$ cat src/hdl/msc_pkg.sv
// Shared types, fixed-point constants and the CORDIC angle table of the classifier.
// No dependencies.
`default_nettype none

package msc_pkg;

	// Datapath widths
	localparam int CordicW  = 34;
	localparam int SqrtW    = 61;
	localparam int RootW    = 31;
	localparam int AtanIdxW = 6;

	// Fixed-point constants
	localparam logic signed [CordicW-1:0] KinvQ30 = 34'sd652032874;
	localparam logic [63:0] PiQ60  = 64'h3243F6A8885A308D;
	localparam logic [63:0] FqFull = (PiQ60 + 64'd225000000) / 64'd450000000;
	localparam logic [32:0] Fq     = FqFull[32:0];
	localparam logic [SqrtW-1:0] OneQ60 = {1'b1, 60'b0};
	localparam logic signed [CordicW-1:0] TwoRCm = 34'sd1274200000;

	// Command from the sequencer to the CORDIC unit
	typedef struct packed {
		logic start;
		logic vector;
	} cordic_cmd_t;

	// Configuration register indexes
	typedef enum logic [2:0] {
		REG_ACCEL_LIMIT    = 3'd0,
		REG_ALTITUDE_LIMIT = 3'd1,
		REG_SPEED_LIMIT    = 3'd2,
		REG_DISTANCE_LIMIT = 3'd3,
		REG_START_LAT      = 3'd4,
		REG_START_LON      = 3'd5,
		REG_START_ALT      = 3'd6
	} cfg_reg_t;

	// atan(2^-i) in Q2.30; exact powers of two from step 10 on, zero past step 30
	function automatic logic signed [CordicW-1:0] atan_entry(input logic [AtanIdxW-1:0] idx);
		logic signed [CordicW-1:0] val;
		unique case (idx)
			6'd0: val = 34'sd843314856;
			6'd1: val = 34'sd497837829;
			6'd2: val = 34'sd263043836;
			6'd3: val = 34'sd133525158;
			6'd4: val = 34'sd67021686;
			6'd5: val = 34'sd33543515;
			6'd6: val = 34'sd16775850;
			6'd7: val = 34'sd8388437;
			6'd8: val = 34'sd4194282;
			6'd9: val = 34'sd2097149;
			default: begin
				if (idx <= 6'd30)
					val = CordicW'(1) << (6'd30 - idx);
				else
					val = '0;
			end
		endcase
		return val;
	endfunction

endpackage

`default_nettype wire

$ cat src/hdl/msc_sqrt.sv
// Bit-serial integer square root, one result bit per cycle, floor of the root.
// Depends on msc_pkg.
`default_nettype none

module msc_sqrt (
	input  logic                              clk,
	input  logic                              arst_n,
	input  logic                              start,
	input  logic [msc_pkg::SqrtW-1:0]         n,
	output logic [msc_pkg::RootW-1:0]         root,
	output logic                              done
);

	logic [msc_pkg::SqrtW-1:0] rem_q, res_q, bit_q, trial;
	logic busy_q, done_q;
	logic last;

	always_comb begin
		trial = res_q + bit_q;
		last  = (bit_q == msc_pkg::SqrtW'(1));
	end

	// Control: busy until the lowest bit pair is done
	always_ff @(posedge clk or negedge arst_n) begin
		if (!arst_n) begin
			busy_q <= 1'b0;
			done_q <= 1'b0;
		end else begin
			done_q <= busy_q && last && !start;
			if (start)
				busy_q <= 1'b1;
			else if (busy_q && last)
				busy_q <= 1'b0;
		end
	end

	// Restoring square root, one trial subtract a cycle
	always_ff @(posedge clk) begin
		if (start) begin
			rem_q <= n;
			res_q <= '0;
			bit_q <= msc_pkg::OneQ60;
		end else if (busy_q) begin
			if (rem_q >= trial) begin
				rem_q <= rem_q - trial;
				res_q <= (res_q >> 1) + bit_q;
			end else begin
				res_q <= res_q >> 1;
			end
			bit_q <= bit_q >> 2;
		end
	end

	assign root = res_q[msc_pkg::RootW-1:0];
	assign done = done_q;

endmodule

`default_nettype wire

$ cat config.mk
export PLATFORM = sky130hd
export DESIGN_NAME = msc_sqrt
export DESIGN_NICKNAME = d
export VERILOG_FILES = /design/src/hdl/msc_pkg.sv /design/src/hdl/msc_sqrt.sv
export SDC_FILE = /design/constraint.sdc
export NUM_CORES = 1
export LEC_CHECK = 0
export BUFFER_PORTS_ARGS = -buffer_cell sky130_fd_sc_hd__buf_2
export CAP_MARGIN = 20
export CORE_ASPECT_RATIO = 2
export CORE_MARGIN = 2
export CORE_UTILIZATION = 45
export CTS_CLUSTER_DIAMETER = 120
export CTS_CLUSTER_SIZE = 16
export DETAILED_ROUTE_END_ITERATION = 10
export PLACE_DENSITY = 0.61
export SLEW_MARGIN = 40
export SYNTH_ARGS = -nofsm -noshare
export SYNTH_HDL_FRONTEND = slang
export SYNTH_SLANG_ARGS = --single-unit
$ cat constraint.sdc
create_clock -name clk -period 15.2 [get_ports clk]
set_input_delay 3.04 -clock clk [delete_from_list [all_inputs] [get_ports clk]]
set_output_delay 3.04 -clock clk [all_outputs]
set_load 0.01 [all_outputs]
; ---- Word-level counts from Yosys, hierarchy flattened
; Cells that the tools add are included.
[totals]
ff_bits = 155
out_inout_bits = 32
word_cells = 23
[classes]
add_sub_neg = 3
magnitude_cmp = 1
eq_ne = 1
muxes = 6
reduce_logical = 7
[op_table]
columns = operator, count
row1 = 61-bit two-way mux, 4
row2 = 60-bit by 61-bit adder with 61-bit output, 1
row3 = 61-bit adder, 1
row4 = 61-bit greater-or-equal comparator, 1
row5 = 61-bit subtractor, 1
row6 = 31-bit by 1-bit equality test with 1-bit output (second input constant), 1
row7 = 2-bit nonzero test, 3
row8 = 1-bit logical AND, 2
row9 = 1-bit two-way mux, 2
row10 = 2-bit AND reduction, 1
row11 = 1-bit logical NOT, 1

; ---- Depth between registers and ports, before layout
[logic_depth]
depth_word = 5
mapped_depth = 25
depth_no_buf = 21

; ---- Worst setup path after synthesis
; No wires, ideal clock.
[synth_timing]
kind = flip-flop to flip-flop
startpoint = reg res_q[2] in the netlist's numbering
endpoint = reg rem_q[0] in the netlist's numbering, enable pin
setup_time_ps = 564
arrival_ps = 8650
t_required_ps = 14636
path_slack_ps = 5986
stages_incl_launch_ff = 21
n_path_buf = 2
synth_period_minus_slack_ps = 9214
cell_sequence = dfxtp_1 > ha_1 > a31oi_1 > a211o_1 > o31a_1 > o41ai_4 > a21oi_1 > o21a_1 > nor4b_2 > nor2_1 > xor2_1 > ha_1 > clkbuf_1 > nand2_1 > and4bb_2 > and3_1 > nand4_1 > o211ai_1 > buf_2 > nor2_1 > o21ai_0
[synth_via]
elab_chain_len = 4
[synth_rtl]
columns = element, line
row1 = from (decl), msc_sqrt.sv:14  ; logic [msc_pkg::SqrtW-1:0] rem_q, res_q, bit_q, trial;
row2 = from (signal assigned), msc_sqrt.sv:46  ; res_q <= (res_q >> 1) + bit_q;
row3 = from (signal assigned), msc_sqrt.sv:48  ; res_q <= res_q >> 1;
row4 = 61-bit adder, msc_sqrt.sv:19  ; trial = res_q + bit_q;
row5 = 61-bit greater-or-equal comparator, msc_sqrt.sv:44  ; if (rem_q >= trial) begin
row6 = 2-bit nonzero test (no source line), --
row7 = 2-bit AND reduction (no source line), --
row8 = to (signal assigned), msc_sqrt.sv:40  ; rem_q <= n;
row9 = to (signal assigned), msc_sqrt.sv:45  ; rem_q <= rem_q - trial;
row10 = to (decl), msc_sqrt.sv:14
; No other way between the ends.
; A chain may end at the register's enable or synchronous reset.

; ---- Worst setup path after layout
[layout_timing]
startpoint = reg res_q[16] in the netlist's numbering
endpoint = reg rem_q[5] in the netlist's numbering, enable pin
; Same word-level chain as after synthesis.

==> flow_summary.json <==
{
  "postRouteAntennaNets": 0,
  "start_kind": "flip-flop",
  "avgSynthCellArea_um2": 7.818,
  "crit_fanout": 61,
  "p_leak_nw": 6.597,
  "maxSlewHeadroom_pct": 29.93,
  "row_count": 96,
  "arrival_ps": 7040,
  "synth_seq_cells": 155,
  "cts_root_buf": "clkbuf_16",
  "internal_power_mw": 1.586,
  "final_net_count": 2135,
  "min_period_ps": 6957,
  "start_util_pct": 45.35,
  "drv_cap": 0,
  "synth_area_leader_cell": "dfxtp_1",
  "htreeDepth": 4,
  "cts_num_sinks": 155,
  "wirelength_mm": 54.58,
  "io_pins": 96,
  "synth_ff_type": "dfxtp_1",
  "netlist_instances": 1979,
  "drc_errors": 0,
  "finClkSkew_ps": 11.54,
  "antenna_found_initial": 0,
  "rrSetupSlack_ps": 8240,
  "fp.dieW_um": 135.1,
  "place_congestion": 0.9399,
  "finalNonFillerCells": 2401,
  "grt.met3_usage_pct": 3.368,
  "synth_area_mm2": 0.01547,
  "required_ps": 15290,
  "grt_busiest_layer": "met2",
  "area_growth_syn_to_layout_pct": 6.446,
  "cts_setup_buffers": 0,
  "grt_pass1_wl_mm": 84.79,
  "timing.rr.end": "rem_q[5]",
  "grt_overflow": 0,
  "finalCritPeriodShare_pct": 45.77,
  "avgViaCountPerCell": 6.576,
  "synth_fp_nets": 2167,
  "async_reset_ff_share_pct": 1.290,
  "min_path_type": "flip-flop to flip-flop",
  "switching_share_pct": 49.90,
  "grt.total_usage_pct": 30.11,
  "reg2reg_depth": 21,
  "use_met2_pct": 52.38,
  "slew_violations": 0,
  "clk_latency_ps": 460,
  "rsz0062_at_grt": "no",
  "cts_resized": 0,
  "grt_pass1_vias": 15460,
  "p_clk_share_pct": 14.6,
  "grt_max_degree": 177,
  "switchingPower_mw": 1.580,
  "drtIter0Drc": 1115,
  "end_kind": "flip-flop",
  "synth_top_area_share_pct": 11.90,
  "status": "finished, final reports clean",
  "clk_path_buf_depth": 2,
  "die_area_mm2": 0.03597,
  "firstDrtPassIters": 6,
  "vias": 15790,
  "hold_viol_final": 0,
  "ys_warn_count": 0,
  "r2r-start": "res_q[16]",
  "fin_setup_tns_ps": 0,
  "core_area_mm2": 0.03411,
  "clkTransAtPathRegs_ps": 70,
  "portBuffers": 95,
  "yosysSeqAreaShare_pct": 24.07,
  "cts_tree": "yes",
  "final_common_cell": "nand2_1",
  "drive_gt1_share_pct": 9.439,
  "setup_viol": 0,
  "ys_types": 89,
  "hp-start": "res_q[0]",
  "synth_area_leaders": "dfxtp_1 12%, edfxtp_1 12%, ha_1 9.9%",
  "wire_per_inst_um": 22.73,
  "seqPwrFrac_pct": 23.0,
  "worstSetupPathType": "flip-flop to flip-flop",
  "die_h_um": 266.2,
  "grtUsageMet1_pct": 34.09,
  "diodes": 0,
  "synth-edff-count": 61,
  "holdBufCountCts": 0,
  "final_cell_mix": "217 x nand2_1, 150 x o21ai_0, 138 x nor2_1",
  "tightest_slew_ps": 1051,
  "dp_hpwl_mm": 40.23,
  "fmax_mhz": 143.7,
  "hold-path-endpoint": "res_q[0]",
  "p_comb_share_pct": 62.5,
  "irDropWorstVdd_mv": 0.1073,
  "placedCellCount": 2369,
  "hold_path_depth": 2,
  "p_per_area_mw_per_mm2": 192.3,
  "cts_inserted_buffers": 17
}
[per-stage QoR]
step / cell area, um^2 / hold slack, ps / setup slack [ps] / power (mW) / utilization [%]
after global routing: 16470 / 551.1 / 7941 / 3.386 / 48.28
final: 16470 / 517.5 / 8243 / 3.166 / 48.28
after global placement: 15850 / 493.2 / 8270 / 2.664 / 46.47
after floorplan: 15470 / 477.7 / 5986 / 2.145 / -
after detailed placement: 15860 / 513.4 / 8174 / 2.671 / 46.50
after CTS: 16460 / 521.2 / 8132 / 3.146 / 48.27
[logic make-up (layout without fill, tap and decap cells)]
kind of cell,count (synthesis),count (layout),share of synthesized area (%)
simple gates,697,697,21.88
buf+inv,197,178,5.968
compound gates,639,639,28.19
fa+ha+maj,124,124,10.08
mux,39,39,2.564
flops,155,155,24.07
xor+xnor,128,128,7.246
[worst max path at each step]
| stage | cells past startpoint | start | slack [ps] | to |
|---|---|---|---|---|
| 2_1_floorplan | 20 | res_q[2] | 5990 | rem_q[0] |
| 3_5_place_dp | 20 | res_q[10] | 8170 | rem_q[50] |
| 4_1_cts | 20 | res_q[10] | 8130 | rem_q[18] |
| 3_3_place_gp | 20 | res_q[10] | 8270 | rem_q[56] |
| 5_1_grt | 22 | bit_q[0] | 7940 | rem_q[4] |
| 6_report | 21 | res_q[16] | 8240 | rem_q[5] |
[sequential cells by signal (all words and copies together), names as in the netlist]
name,cells
rem_q,61
res_q,61
bit_q,31
busy_q,1
done,1
[layer usage]
metal	wire length (um)	vias to the layer above
met2	27350	621
met3	2700	189
li1	-	7437
met1	20580	7541
met4	3945	0
met5	0	-
[synthesized netlist by cell type (all sizes together) (14+ instances only)]
| cell | count |
|---|---|
| nor4 | 45 |
| buf | 68 |
| a31o | 14 |
| edfxtp | 61 |
| nor3 | 39 |
| a311oi | 18 |
| ha | 123 |
| and3 | 35 |
| dfxtp | 92 |
| a221oi | 15 |
| a32oi | 21 |
| inv | 39 |
| mux2i | 34 |
| and2 | 20 |
| o21bai | 30 |
| a21o | 40 |
| nand2 | 217 |
| a211oi | 21 |
| nand3 | 92 |
| o21ai | 155 |
| a21oi | 117 |
| clkbuf | 90 |
| a31oi | 62 |
| o211ai | 25 |
| nand4 | 45 |
| xor2 | 65 |
| nor2 | 139 |
| xnor2 | 63 |
[power groups by stage]
stage          Sequential [mW]  Clock [mW]  Combinational, mW
2_1_floorplan            0.680           0               1.47
3_3_place_gp             0.730           0               1.93
3_5_place_dp             0.732           0               1.94
4_1_cts                  0.724       0.471               1.95
5_1_grt                  0.738       0.484               2.16
6_report                 0.727       0.462               1.98
[cell type report]
cell class | count | area (um^2)
Timing Repair Buffer | 107 | 588.1
Sequential cell | 155 | 3727
Fill cell | 3458 | 17640
Tap cell | 441 | 551.8
Inverter | 39 | 146.4
Multi-Input combinational cell | 1627 | 10850
Clock inverter | 11 | 130.1
Clock buffer | 21 | 471.7
[critical path, stage by stage, from the launching register on]
cell and delay (ps):
dfxtp_1 560, ha_1 350, a31oi_1 200, o21bai_1 130
a31oi_1 370, a311oi_1 280, o31a_1 430, a211o_1 360
o31a_1 310, a31o_2 260, xnor2_1 120, ha_1 420
and3_1 310, nand4_1 130, nor2_1 130, and3_1 180
nand4_1 140, o211ai_1 170, buf_4 620, nor2_1 300
o21ai_4 200, buf_6 510
Power figures use the tool's default switching activity.
