--- config.mk ---
export PLATFORM = sky130hd
export DESIGN_NAME = msc_cordic
export DESIGN_NICKNAME = d
export VERILOG_FILES = /design/src/hdl/msc_pkg.sv /design/src/hdl/msc_cordic.sv
export SDC_FILE = /design/constraint.sdc
export NUM_CORES = 1
export LEC_CHECK = 0
export BUFFER_PORTS_ARGS = -buffer_cell sky130_fd_sc_hd__buf_2
export CORE_MARGIN = 8
export CORE_UTILIZATION = 50
export CTS_BUF_LIST = sky130_fd_sc_hd__clkbuf_4
export DETAILED_ROUTE_END_ITERATION = 10
export PLACE_DENSITY = 0.74
export SLEW_MARGIN = 20
export SYNTH_ARGS = -nofsm -noshare
export SYNTH_HDL_FRONTEND = slang
export SYNTH_SLANG_ARGS = --single-unit
--- constraint.sdc ---
create_clock -name clk -period 8.15 [get_ports clk]
set_input_delay 0.4075 -clock clk [delete_from_list [all_inputs] [get_ports clk]]
set_output_delay 0.4075 -clock clk [all_outputs]
set_load 0.1 [all_outputs]
--- src/hdl/msc_pkg.sv ---
// Shared types, fixed-point constants and the CORDIC angle table of the classifier.
// No dependencies.
`default_nettype none

package msc_pkg;

	// Datapath widths
	localparam int CordicW  = 34;
	localparam int SqrtW    = 61;
	localparam int RootW    = 31;
	localparam int AtanIdxW = 6;

	// Fixed-point constants
	localparam logic signed [CordicW-1:0] KinvQ30 = 34'sd652032874;
	localparam logic [63:0] PiQ60  = 64'h3243F6A8885A308D;
	localparam logic [63:0] FqFull = (PiQ60 + 64'd225000000) / 64'd450000000;
	localparam logic [32:0] Fq     = FqFull[32:0];
	localparam logic [SqrtW-1:0] OneQ60 = {1'b1, 60'b0};
	localparam logic signed [CordicW-1:0] TwoRCm = 34'sd1274200000;

	// Command from the sequencer to the CORDIC unit
	typedef struct packed {
		logic start;
		logic vector;
	} cordic_cmd_t;

	// Configuration register indexes
	typedef enum logic [2:0] {
		REG_ACCEL_LIMIT    = 3'd0,
		REG_ALTITUDE_LIMIT = 3'd1,
		REG_SPEED_LIMIT    = 3'd2,
		REG_DISTANCE_LIMIT = 3'd3,
		REG_START_LAT      = 3'd4,
		REG_START_LON      = 3'd5,
		REG_START_ALT      = 3'd6
	} cfg_reg_t;

	// atan(2^-i) in Q2.30; exact powers of two from step 10 on, zero past step 30
	function automatic logic signed [CordicW-1:0] atan_entry(input logic [AtanIdxW-1:0] idx);
		logic signed [CordicW-1:0] val;
		unique case (idx)
			6'd0: val = 34'sd843314856;
			6'd1: val = 34'sd497837829;
			6'd2: val = 34'sd263043836;
			6'd3: val = 34'sd133525158;
			6'd4: val = 34'sd67021686;
			6'd5: val = 34'sd33543515;
			6'd6: val = 34'sd16775850;
			6'd7: val = 34'sd8388437;
			6'd8: val = 34'sd4194282;
			6'd9: val = 34'sd2097149;
			default: begin
				if (idx <= 6'd30)
					val = CordicW'(1) << (6'd30 - idx);
				else
					val = '0;
			end
		endcase
		return val;
	endfunction

endpackage

`default_nettype wire

--- src/hdl/msc_cordic.sv ---
// Iterative CORDIC unit, one micro-rotation per cycle, rotation or vectoring mode.
// Depends on msc_pkg.
`default_nettype none

module msc_cordic #(
	parameter int STEPS = 32
) (
	input  logic                                  clk,
	input  logic                                  arst_n,
	input  msc_pkg::cordic_cmd_t                  cmd,
	input  logic signed [msc_pkg::CordicW-1:0]    x0,
	input  logic signed [msc_pkg::CordicW-1:0]    y0,
	input  logic signed [msc_pkg::CordicW-1:0]    z0,
	output logic signed [msc_pkg::CordicW-1:0]    x,
	output logic signed [msc_pkg::CordicW-1:0]    y,
	output logic signed [msc_pkg::CordicW-1:0]    z,
	output logic                                  done
);

	localparam int IdxW = $clog2(STEPS);
	localparam logic [IdxW-1:0] LastIdx = IdxW'(STEPS - 1);

	logic signed [msc_pkg::CordicW-1:0] x_q, y_q, z_q;
	logic signed [msc_pkg::CordicW-1:0] dx, dy, ang;
	logic [IdxW-1:0] i_q;
	logic busy_q, vec_q, done_q;
	logic pos;

	// Shifted terms, table angle and direction of this step
	always_comb begin
		dx  = y_q >>> i_q;
		dy  = x_q >>> i_q;
		ang = msc_pkg::atan_entry(msc_pkg::AtanIdxW'(i_q));
		pos = vec_q ? y_q[msc_pkg::CordicW-1] : ~z_q[msc_pkg::CordicW-1];
	end

	// Step counter and completion pulse
	always_ff @(posedge clk or negedge arst_n) begin
		if (!arst_n) begin
			busy_q <= 1'b0;
			vec_q  <= 1'b0;
			i_q    <= '0;
			done_q <= 1'b0;
		end else begin
			done_q <= busy_q && (i_q == LastIdx) && !cmd.start;
			if (cmd.start) begin
				busy_q <= 1'b1;
				vec_q  <= cmd.vector;
				i_q    <= '0;
			end else if (busy_q) begin
				if (i_q == LastIdx)
					busy_q <= 1'b0;
				else
					i_q <= i_q + 1'b1;
			end
		end
	end

	// Load operands, then apply one micro-rotation a cycle
	always_ff @(posedge clk) begin
		if (cmd.start) begin
			x_q <= x0;
			y_q <= y0;
			z_q <= z0;
		end else if (busy_q) begin
			if (pos) begin
				x_q <= x_q - dx;
				y_q <= y_q + dy;
				z_q <= z_q - ang;
			end else begin
				x_q <= x_q + dx;
				y_q <= y_q - dy;
				z_q <= z_q + ang;
			end
		end
	end

	assign x    = x_q;
	assign y    = y_q;
	assign z    = z_q;
	assign done = done_q;

endmodule

`default_nettype wire

Word level (Yosys, flattened, before mapping)
Index checks and enable logic that the tools add are counted.
{"block": "totals", "ff_bits": 110, "word_cells": 55}
{"block": "op_classes", "add_sub_neg": 8, "order_cmp": 1, "n_eq_ne": 11, "n_shift": 3, "mux": 18, "bitwise": 1, "reduce_logical": 6}
{"cell": "2-to-1 mux 34 bit", "count": 10}
{"cell": "case mux 34 bit (10 select lines)", "count": 1}
{"cell": "adder 34 bit", "count": 3}
{"cell": "subtractor 34 bit", "count": 3}
{"cell": ">>> shifter 34 x 5 -> 34 bit", "count": 2}
{"cell": "left shift 1 x 6 -> 34 bit, first input constant", "count": 1}
{"cell": "== test 5 x 3 -> 1 bit, second input constant", "count": 4}
{"cell": "2-to-1 mux 5 bit", "count": 3}
{"cell": "== test 5 x 2 -> 1 bit, second input constant", "count": 2}
{"cell": "== test 5 x 4 -> 1 bit, second input constant", "count": 2}
{"cell": "subtractor 5 x 5 -> 6 bit, first input constant", "count": 1}
{"cell": "adder 5 x 1 -> 5 bit, second input constant", "count": 1}
{"cell": "== test 5 x 1 -> 1 bit, second input constant", "count": 1}
{"cell": "== test 5 bit, second input constant", "count": 1}
{"cell": "less-or-equal comparator 5 bit, second input constant", "count": 1}
{"cell": "logical NOT 5 bit", "count": 1}
{"cell": "2-to-1 mux 1 bit", "count": 4}
{"cell": "logical AND 1 bit", "count": 2}
{"cell": "!= test 2 bit, second input constant", "count": 1}
{"cell": "AND reduction 2 bit", "count": 1}
{"cell": "nonzero test 2 bit", "count": 1}
{"cell": "logical NOT 1 bit", "count": 1}
{"cell": "NOT 1 bit", "count": 1}

Longest topological paths before layout
Gate-level depths: netlist of the first run.
{"block": "logic_depth", "word_depth": 8, "ltp_mapped": 28, "ltp_nobuf": 22}

Worst setup path after synthesis of the first run
Ideal clock, no wire load.
{"block": "synth_timing", "kind": "flip-flop to flip-flop", "startpoint": "register i_q[1]", "endpoint": "register z_q, in the netlist z[30], data pin", "setup_time_ps": 136, "t_arrival_ps": 5888, "path_slack_ps": 2126, "stages_incl_launch_ff": 28, "path_buffers": 5, "synth_period_minus_slack_ps": 6024, "cell_sequence": "dfrtp_1 > buf_2 > buf_2 > inv_2 > clkbuf_8 > clkbuf_1 > ha_1 > clkbuf_1 > nor2_1 > o21ai_0 > and2_1 > a211oi_1 > nand4_1 > or2_2 > a31oi_1 > nor2_1 > xor2_1 > ha_1 > and3_1 > nand3_1 > o21ai_0 > a21oi_1 > o31a_1 > o31ai_1 > and4_1 > nor3_1 > or4_1 > nand3_1"}
{"block": "synth_between", "elab_chain_cells": 8, "elab_cells_between_ends": 20, "classes_between": "add/sub (3); order compare (1); eq/ne (9); shift (1); mux (5); reduce/logical (1)"}
{"item": "from (decl)", "line_no": "msc_cordic.sv:25", "source": "logic [IdxW-1:0] i_q;"}
{"item": "from (signal assigned)", "line_no": "msc_cordic.sv:54", "source": "i_q <= i_q + 1'b1;"}
{"item": "subtractor 5 x 5 -> 6 bit", "line_no": "msc_pkg.sv:54", "source": "val = CordicW'(1) << (6'd30 - idx);"}
{"item": "left shift 1 x 6 -> 34 bit", "line_no": "msc_pkg.sv:54"}
{"item": "2-to-1 mux 34 bit", "line_no": "msc_pkg.sv:53", "source": "if (idx <= 6'd30)"}
{"item": "case mux 34 bit (10 select lines) (*)", "line_no": "msc_pkg.sv:41", "source": "unique case (idx)"}
{"item": "adder 34 bit / subtractor 34 bit (equally long branches)", "line_no": "msc_cordic.sv:73, msc_cordic.sv:69"}
{"item": "2-to-1 mux 34 bit (*)", "line_no": "msc_cordic.sv:66", "source": "if (pos) begin"}
{"item": "2-to-1 mux 34 bit (*)", "line_no": "msc_cordic.sv:65", "source": "end else if (busy_q) begin"}
{"item": "2-to-1 mux 34 bit (*)", "line_no": "msc_cordic.sv:61", "source": "if (cmd.start) begin"}
{"item": "to (signal assigned)", "line_no": "msc_cordic.sv:64", "source": "z_q <= z0;"}
{"item": "to (signal assigned)", "line_no": "msc_cordic.sv:69", "source": "z_q <= z_q - ang;"}
{"item": "to (signal assigned)", "line_no": "msc_cordic.sv:73", "source": "z_q <= z_q + ang;"}
{"item": "to (decl)", "line_no": "msc_cordic.sv:23", "source": "logic signed [msc_pkg::CordicW-1:0] x_q, y_q, z_q;"}
Every way passes the cells marked *; elsewhere a longest branch is shown, timed or not. The select of a mux whose other input is x is not followed.
A chain may end at the register's enable or synchronous reset.

Final worst setup path of the first run
{"block": "layout_timing", "startpoint": "register i_q[0]", "endpoint": "register z_q, in the netlist z[29], data pin"}
Same word-level chain as after synthesis.

==> out/metrics.yaml, run 1 <==
run_status:
  status: "finished clean"
sta:
  rsz0062_at_grt: "false"
  skew_ns: 0.02773
  finalSetupViolCount: 0
  post-route-min-period_ns: 7.058
  setup_tns_ns: 0
  fin_crit_sh: 0.8661
  setup_ws_ns: 1.092
  worst_slew_pin_slew_ns: 1.048
  slew_viol_final: 0
  fmax_ghz: 0.1417
  slew-limit-headroom: 0.2986
  holdWs_ns: 0.05445
  finalHoldViolCount: 0
clock_tree:
  cts_tree: "done"
  cts.sinks: 110
  htree_levels: 3
  clock_latency_ns: 0.61
  clockBufferDepth: 2
  clk_pin_slew_ns: 0.21
  cts_made_buffers: 9
  cts-root-buf: "clkbuf_4"
  post_cts_resized: 0
worst_hold_path:
  holdPathStages: 3
  hold_class: "in -> reg"
yosys:
  synth_ff_type: "edfxtp_1"
  synth_edf_count: 102
  yosysWarnings: 0
  ys_seq_area_frac: 0.1829
  synthSimpleGateAreaFrac: 0.1817
  ys_types: 103
  ys_seq_elements: 110
  synth_xor_area_frac: 0.08087
  syn_nets: 2336
  synth_top_family_by_area: "compound AO/OA/AOI/OAI gates"
  async_flop_share: 0.07273
  synth_fa_ha_area_frac: 0.07982
  avgSynthCellArea_um2: 8.422
  syn_inst: 2118
  synth_compound_area_frac: 0.2575
  synth_mux_area_frac: 0.1639
  synth_area_mm2: 0.01784
floorplan:
  dieArea_mm2: 0.04198
  rows: 69
  ios: 209
  coreArea_mm2: 0.03540
  die_width_um: 204.9
  start_util: 0.5040
  die_h_um: 204.9
cells_and_area:
  design_area_mm2: 0.01923
  drive_above_1_share: 0.1920
  syn_to_final_growth_pct: 7.828
  layout.nets: 2468
  fillCellCount: 3373
  layout_commonest_cell: "nand2_1"
  layout_common_cells: "nand2_1 (233), buf_2 (207), o21ai_0 (176)"
worst_setup_path:
  worst-setup-path-type: "reg -> reg"
  crit_fanout: 32
  crit_path_end_kind: "flop"
  required_ns: 8.55
  reg2regPathDepth: 21
  start_kind: "flop"
  cp_data_arrival_time_ns: 7.46
place:
  dpl_cell_area_mm2: 0.01906
  place_congestion: 1.022
  pre_cts_ws_ns: 1.202
  hpwlAfterDp_um: 55610
  io_buffers: 208
detailed_routing:
  drtIter0Drc: 1893
  avgRoutedWirePerCell_um: 26.68
  wl_um: 72520
  vias_per_cell: 6.788
  dr.pass1.iters: 5
  postRouteAntennaNets: 0
  num_vias: 18450
  drc: 0
global_routing:
  grt_pass1_vias: 17610
  grt_max_degree: 104
  grt_use_total: 0.3353
  grt_pass1_wl_um: 108400
  grt-ovfl-total: 0
  antenna_found_initial: 3
job:
  drv_cap: 0
[cells by family (layout without fill, tap and decap cells)]
logic type / count (synthesis) / in the layout
other: 0 / 2
multiplexers: 198 / 198
AND/OR/NAND/NOR: 664 / 664
AO/OA/AOI/OAI: 694 / 694
buffers and inverters: 177 / 314
flip-flops: 110 / 110
adder cells (fa/ha/maj): 112 / 112
XOR/XNOR: 163 / 163
[metal layers]
metal,global-route usage,up-vias,share of wire
met1,0.4219,8947,0.40
met5,0,-,0.00018
li1,-,8358,-
met2,0.5413,963,0.47
met4,0.1772,2,0.055
met3,0.06167,180,0.080
[registers in the layout, summed over array words and instances, names as in the netlist]
| register | flops |
|---|---|
| busy_q | 1 |
| y | 34 |
| z | 34 |
| done | 1 |
| vec_q | 1 |
| i_q | 5 |
| x | 34 |
[synth_stat cells (11+ instances only)]
| cell type | count | area (um2) |
|---|---|---|
| nor2_1 | 144 | 540.5 |
| a21o_1 | 47 | 352.8 |
| xnor2_1 | 81 | 709.4 |
| nand2b_1 | 29 | 181.4 |
| and2_1 | 19 | 118.9 |
| o31ai_1 | 30 | 225.2 |
| nand4_1 | 11 | 68.82 |
| buf_2 | 19 | 95.09 |
| nor2b_1 | 27 | 168.9 |
| a22oi_1 | 11 | 82.58 |
| o22ai_1 | 29 | 181.4 |
| clkbuf_8 | 12 | 165.2 |
| a22o_1 | 12 | 105.1 |
| or3_1 | 16 | 100.1 |
| o21a_1 | 26 | 195.2 |
| a21oi_1 | 143 | 715.7 |
| xor2_1 | 81 | 709.4 |
| edfxtp_1 | 102 | 3063 |
| a211oi_1 | 25 | 187.7 |
| nor3_1 | 52 | 260.3 |
| nand2_1 | 233 | 874.6 |
| mux4_2 | 60 | 1351 |
| a21boi_0 | 19 | 142.6 |
| buf_4 | 12 | 90.09 |
| nand3_1 | 38 | 190.2 |
| mux2_2 | 36 | 405.4 |
| or2_2 | 19 | 118.9 |
| a221oi_1 | 13 | 113.9 |
| clkbuf_1 | 73 | 274.0 |
| a31oi_1 | 34 | 212.7 |
| inv_1 | 37 | 138.9 |
| o21ai_0 | 176 | 880.8 |
| ha_1 | 109 | 1364 |
| mux2i_1 | 93 | 930.9 |
| and3_1 | 21 | 131.4 |
[critical path, cell delays in order (launching register included)]
cell	delay, ns
dfrtp_4	0.82
inv_2	0.25
ha_1	0.50
nor2_1	0.52
a211oi_1	0.22
or2_2	0.34
a2111oi_0	0.48
nand4_1	0.25
or2_2	0.40
a31oi_1	0.15
nor2_1	0.07
xor2_1	0.18
ha_1	0.38
and3_1	0.24
nand3_1	0.11
a211oi_1	0.46
a211oi_1	0.16
o21ai_0	0.51
o211ai_1	0.21
a21boi_0	0.23
o21ai_0	0.10
a31o_2	0.25
[path summary, 6_finish.rpt]
path	start	to	slack (ns)
max	i_q[0]	z[29]	1.09
min	x0[7]	x[7]	0.05
max reg2reg	i_q[0]	z[29]	1.09
min reg2reg	busy_q	done	0.54
max in group asynchronous	arst_n	i_q[2]	7.78
min in group asynchronous	arst_n	done	0.17
[per-stage QoR]
| stage | util | cells |
|---|---|---|
| global placement | 0.5385 | 2697 |
| global route | 0.5434 | 2718 |
| CTS | 0.5427 | 2714 |
| finish | 0.5434 | 2718 |
| detailed placement | 0.5385 | 2697 |
| floorplan | - | 2118 |
[what timing repair did]
action / CTS / global route
buffers inserted: 0 / 0
hold buffers: 1 / 2
endpoints found under the hold margin: 8 / 2
[cell type report]
type,instances,area [um2],area share
diodes,2,5.005,0.0002602
well taps,461,576.8,0.02999
clock buffers,9,67.56,0.003513
flip-flops and latches,110,3274,0.1702
clock inverters,7,70.07,0.003643
repair buffers,256,1440,0.07487
inverters,42,157.7,0.008196
multi-input cells,1831,13640,0.7093
Power of run 1 is not shown: default switching activity piles up to over one toggle a cycle in this logic, so the estimate is an artifact.
==> run 2: changes to the inputs <==
--- a/config.mk
+++ b/config.mk
@@ -7,10 +7,11 @@
 export LEC_CHECK = 0
 export BUFFER_PORTS_ARGS = -buffer_cell sky130_fd_sc_hd__buf_2
 export CORE_MARGIN = 8
-export CORE_UTILIZATION = 50
+export CORE_UTILIZATION = 30
 export CTS_BUF_LIST = sky130_fd_sc_hd__clkbuf_4
 export DETAILED_ROUTE_END_ITERATION = 10
-export PLACE_DENSITY = 0.74
+export PLACE_DENSITY = 0.51
+export SKIP_CTS_REPAIR_TIMING = 1
 export SLEW_MARGIN = 20
 export SYNTH_ARGS = -nofsm -noshare
 export SYNTH_HDL_FRONTEND = slang
==> constraint.sdc (replaced) <==
create_clock -name clk -period 9.15 [get_ports clk]
set_input_delay 0.4575 -clock clk [delete_from_list [all_inputs] [get_ports clk]]
set_output_delay 0.4575 -clock clk [all_outputs]
set_load 0.1 [all_outputs]
==> run 2 against run 1 <==
  * Die area grew 61%
  * Wire length grew 8.5%
  * Utilization shrank 21 points
  * Flip-flop and latch count is the same
  * Cell area grew 1.2%
  * Maximum frequency shrank 7.5%
  * Non-clock buffer count shrank 17
  * Worst setup slack gained 0.43 ns
==> out/metrics.yaml, run 2 (synthesis gave the netlist of run 1 again) <==
worst_setup_path:
  cp_data_arrival_time_ns: 8.16  # was 7.46 ns
  crit_fanout: 36  # was 32
  crit_path_end_kind: "flop"  # unchanged
  start_kind: "flop"  # unchanged
  crit_slowest_cell: "dfrtp_4"  # unchanged
  r2r_setup_slack_ns: 1.52  # was 1.09 ns
  slowest_delay_ns: 0.83  # was 0.82 ns
  crit_chain: "inv_2, ha_1, nor2_1, o21ai_0, and2_1, a211oi_1, nand4_1, or2_2, a31oi_1, nor2_1, xor2_1, ha_1, and3_1, nand3_1, o21ai_0, a21oi_1, o31a_1, o31ai_1, and4_1, nor3_1, or4_1, nand3_1"  # was inv_2, ha_1, nor2_1, a211oi_1, or2_2, a2111oi_0, nand4_1, or2_2, a31oi_1, nor2_1, xor2_1, ha_1, and3_1, nand3_1, a211oi_1, a211oi_1, o21ai_0, o211ai_1, a21boi_0, o21ai_0, a31o_2
  worst-setup-path-type: "reg -> reg"  # unchanged
  required_ns: 9.68  # was 8.55 ns
place:
  hpwlAfterDp_um: 60430  # was 55610 um
  pre_cts_ws_ns: 1.672  # was 1.202 ns
  io_buffers: 208  # unchanged
  place_congestion: 0.9486  # was 1.022
cells_and_area:
  layout_common_cells: "nand2_1 (233), buf_2 (207), o21ai_0 (176)"  # unchanged
  drive_above_1_share: 0.1868  # was 0.1920
  fillCellCount: 6223  # was 3373
  layout_commonest_cell: "nand2_1"  # unchanged
  syn_to_final_growth_pct: 9.168  # was 7.828%
  seq_area_mm2: 0.003274  # unchanged
  multi_input_area_mm2: 0.01364  # unchanged
  layout.nets: 2451  # was 2468
worst_hold_path:
  hold_class: "in -> reg"  # unchanged
sta:
  fmax_ghz: 0.1310  # was 0.1417 GHz
  setup_ws_ns: 1.519  # was 1.092 ns
  worst_slew_pin_slew_ns: 1.193  # was 1.048 ns
  setup_tns_ns: 0  # unchanged
  skew_ns: 0.03152  # was 0.02773 ns
  finalHoldViolCount: 0  # unchanged
  slew_viol_final: 0  # unchanged
  fin_crit_sh: 0.8340  # was 0.8661
  rsz0062_at_grt: "false"  # unchanged
  post-route-min-period_ns: 7.631  # was 7.058 ns
  finalSetupViolCount: 0  # unchanged
  slew-limit-headroom: 0.2017  # was 0.2986
clock_tree:
  cts_tree: "done"  # unchanged
  clockBufferDepth: 2  # unchanged
  clock_latency_ns: 0.67  # was 0.61 ns
  cts.sinks: 110  # unchanged
  htree_levels: 3  # unchanged
  cts-root-buf: "clkbuf_4"  # unchanged
  cts_made_buffers: 9  # unchanged
  clk_pin_slew_ns: 0.21  # about the same
floorplan:
  dieArea_mm2: 0.06752  # was 0.04198 mm2
  coreArea_mm2: 0.05891  # was 0.03540 mm2
  rows: 89  # was 69
  die_h_um: 259.8  # was 204.9 um
  die_width_um: 259.8  # was 204.9 um
  ios: 209  # unchanged
  start_util: 0.3028  # was 0.5040
detailed_routing:
  postRouteAntennaNets: 0  # unchanged
  avgRoutedWirePerCell_um: 26.10  # was 26.68 um
  drc: 0  # unchanged
  vias_per_cell: 5.978  # was 6.788
  num_vias: 18020  # was 18.45k
  drtIter0Drc: 1523  # was 1893
  dr.pass1.iters: 5  # unchanged
  wl_um: 78650  # was 72520 um
global_routing:
  grt_pass1_vias: 17840  # was 17.61k
  antenna_found_initial: 4  # was 3
  grt_pass1_wl_um: 116000  # was 108400 um
  grt_use_total: 0.2247  # was 0.3353
  grt-ovfl-total: 0  # unchanged
  grt_max_degree: 71  # was 104
run_status:
  status: "finished clean"  # unchanged
job:
  drv_cap: 0  # unchanged
[run 2: changes by cell type in the layout (fill, tap and decap cells not counted)]
cell,change
buf_4,-13
clkinv_4,+3
buf_12,-2
diode_2,+1
dlygate4sd3_1,-2
clkinv_2,-1
inv_6,-2
[run 2: area by class of cell]
| class | instances | area share |
|---|---|---|
| multi-input cells | 1831 | 0.7006 |
| diodes | 3 | 0.0003855 |
| inverters | 42 | 0.008096 |
| well taps | 773 | 0.04967 |
| clock buffers | 9 | 0.003470 |
| clock inverters | 7 | 0.003791 |
| flip-flops and latches | 110 | 0.1681 |
| repair buffers | 239 | 0.06586 |
[run 2: worst max-delay path: cells and delay by family, from the launching register on]
family          cells  cell delay (ns)
simple gates       11             3.14
compound gates      7             1.94
fa+ha+maj           2             0.96
flops               1             0.83
buf+inv             1             0.40
xor+xnor            1             0.21
[run 2: path summary, 6_finish.rpt]
kind | start | endpoint | depth (start not counted)
max in group asynchronous | arst_n | i_q[0] | 2
worst max register to register | i_q[0] | z[30] | 22
worst max-delay path | i_q[0] | z[30] | 22
min in group asynchronous | arst_n | i_q[2] | 2
worst min register to register | busy_q | done | 1
worst min-delay path | x0[20] | x[20] | 3
[run 2: per-stage QoR]
stage	std cells	utilization	instance area (um2)	hold slack, ns
final	3014	0.3306	19470	0.04883
after global placement	2994	0.3279	19310	0.3170
after CTS	3010	0.3303	19460	-0.4619
after global routing	3014	0.3306	19470	0.02194
after floorplan	2118	-	17840	0.1619
after detailed placement	2994	0.3279	19310	0.3164
[run 2: layer usage]
metal,vias to the layer above,wire (um),global-route usage
met5,-,28,0
met4,4,3246,0.09492
met3,165,4593,0.03983
met2,722,37460,0.3777
met1,8803,33330,0.2807
li1,8323,-,-
Power of run 2 is left out for the same reason.
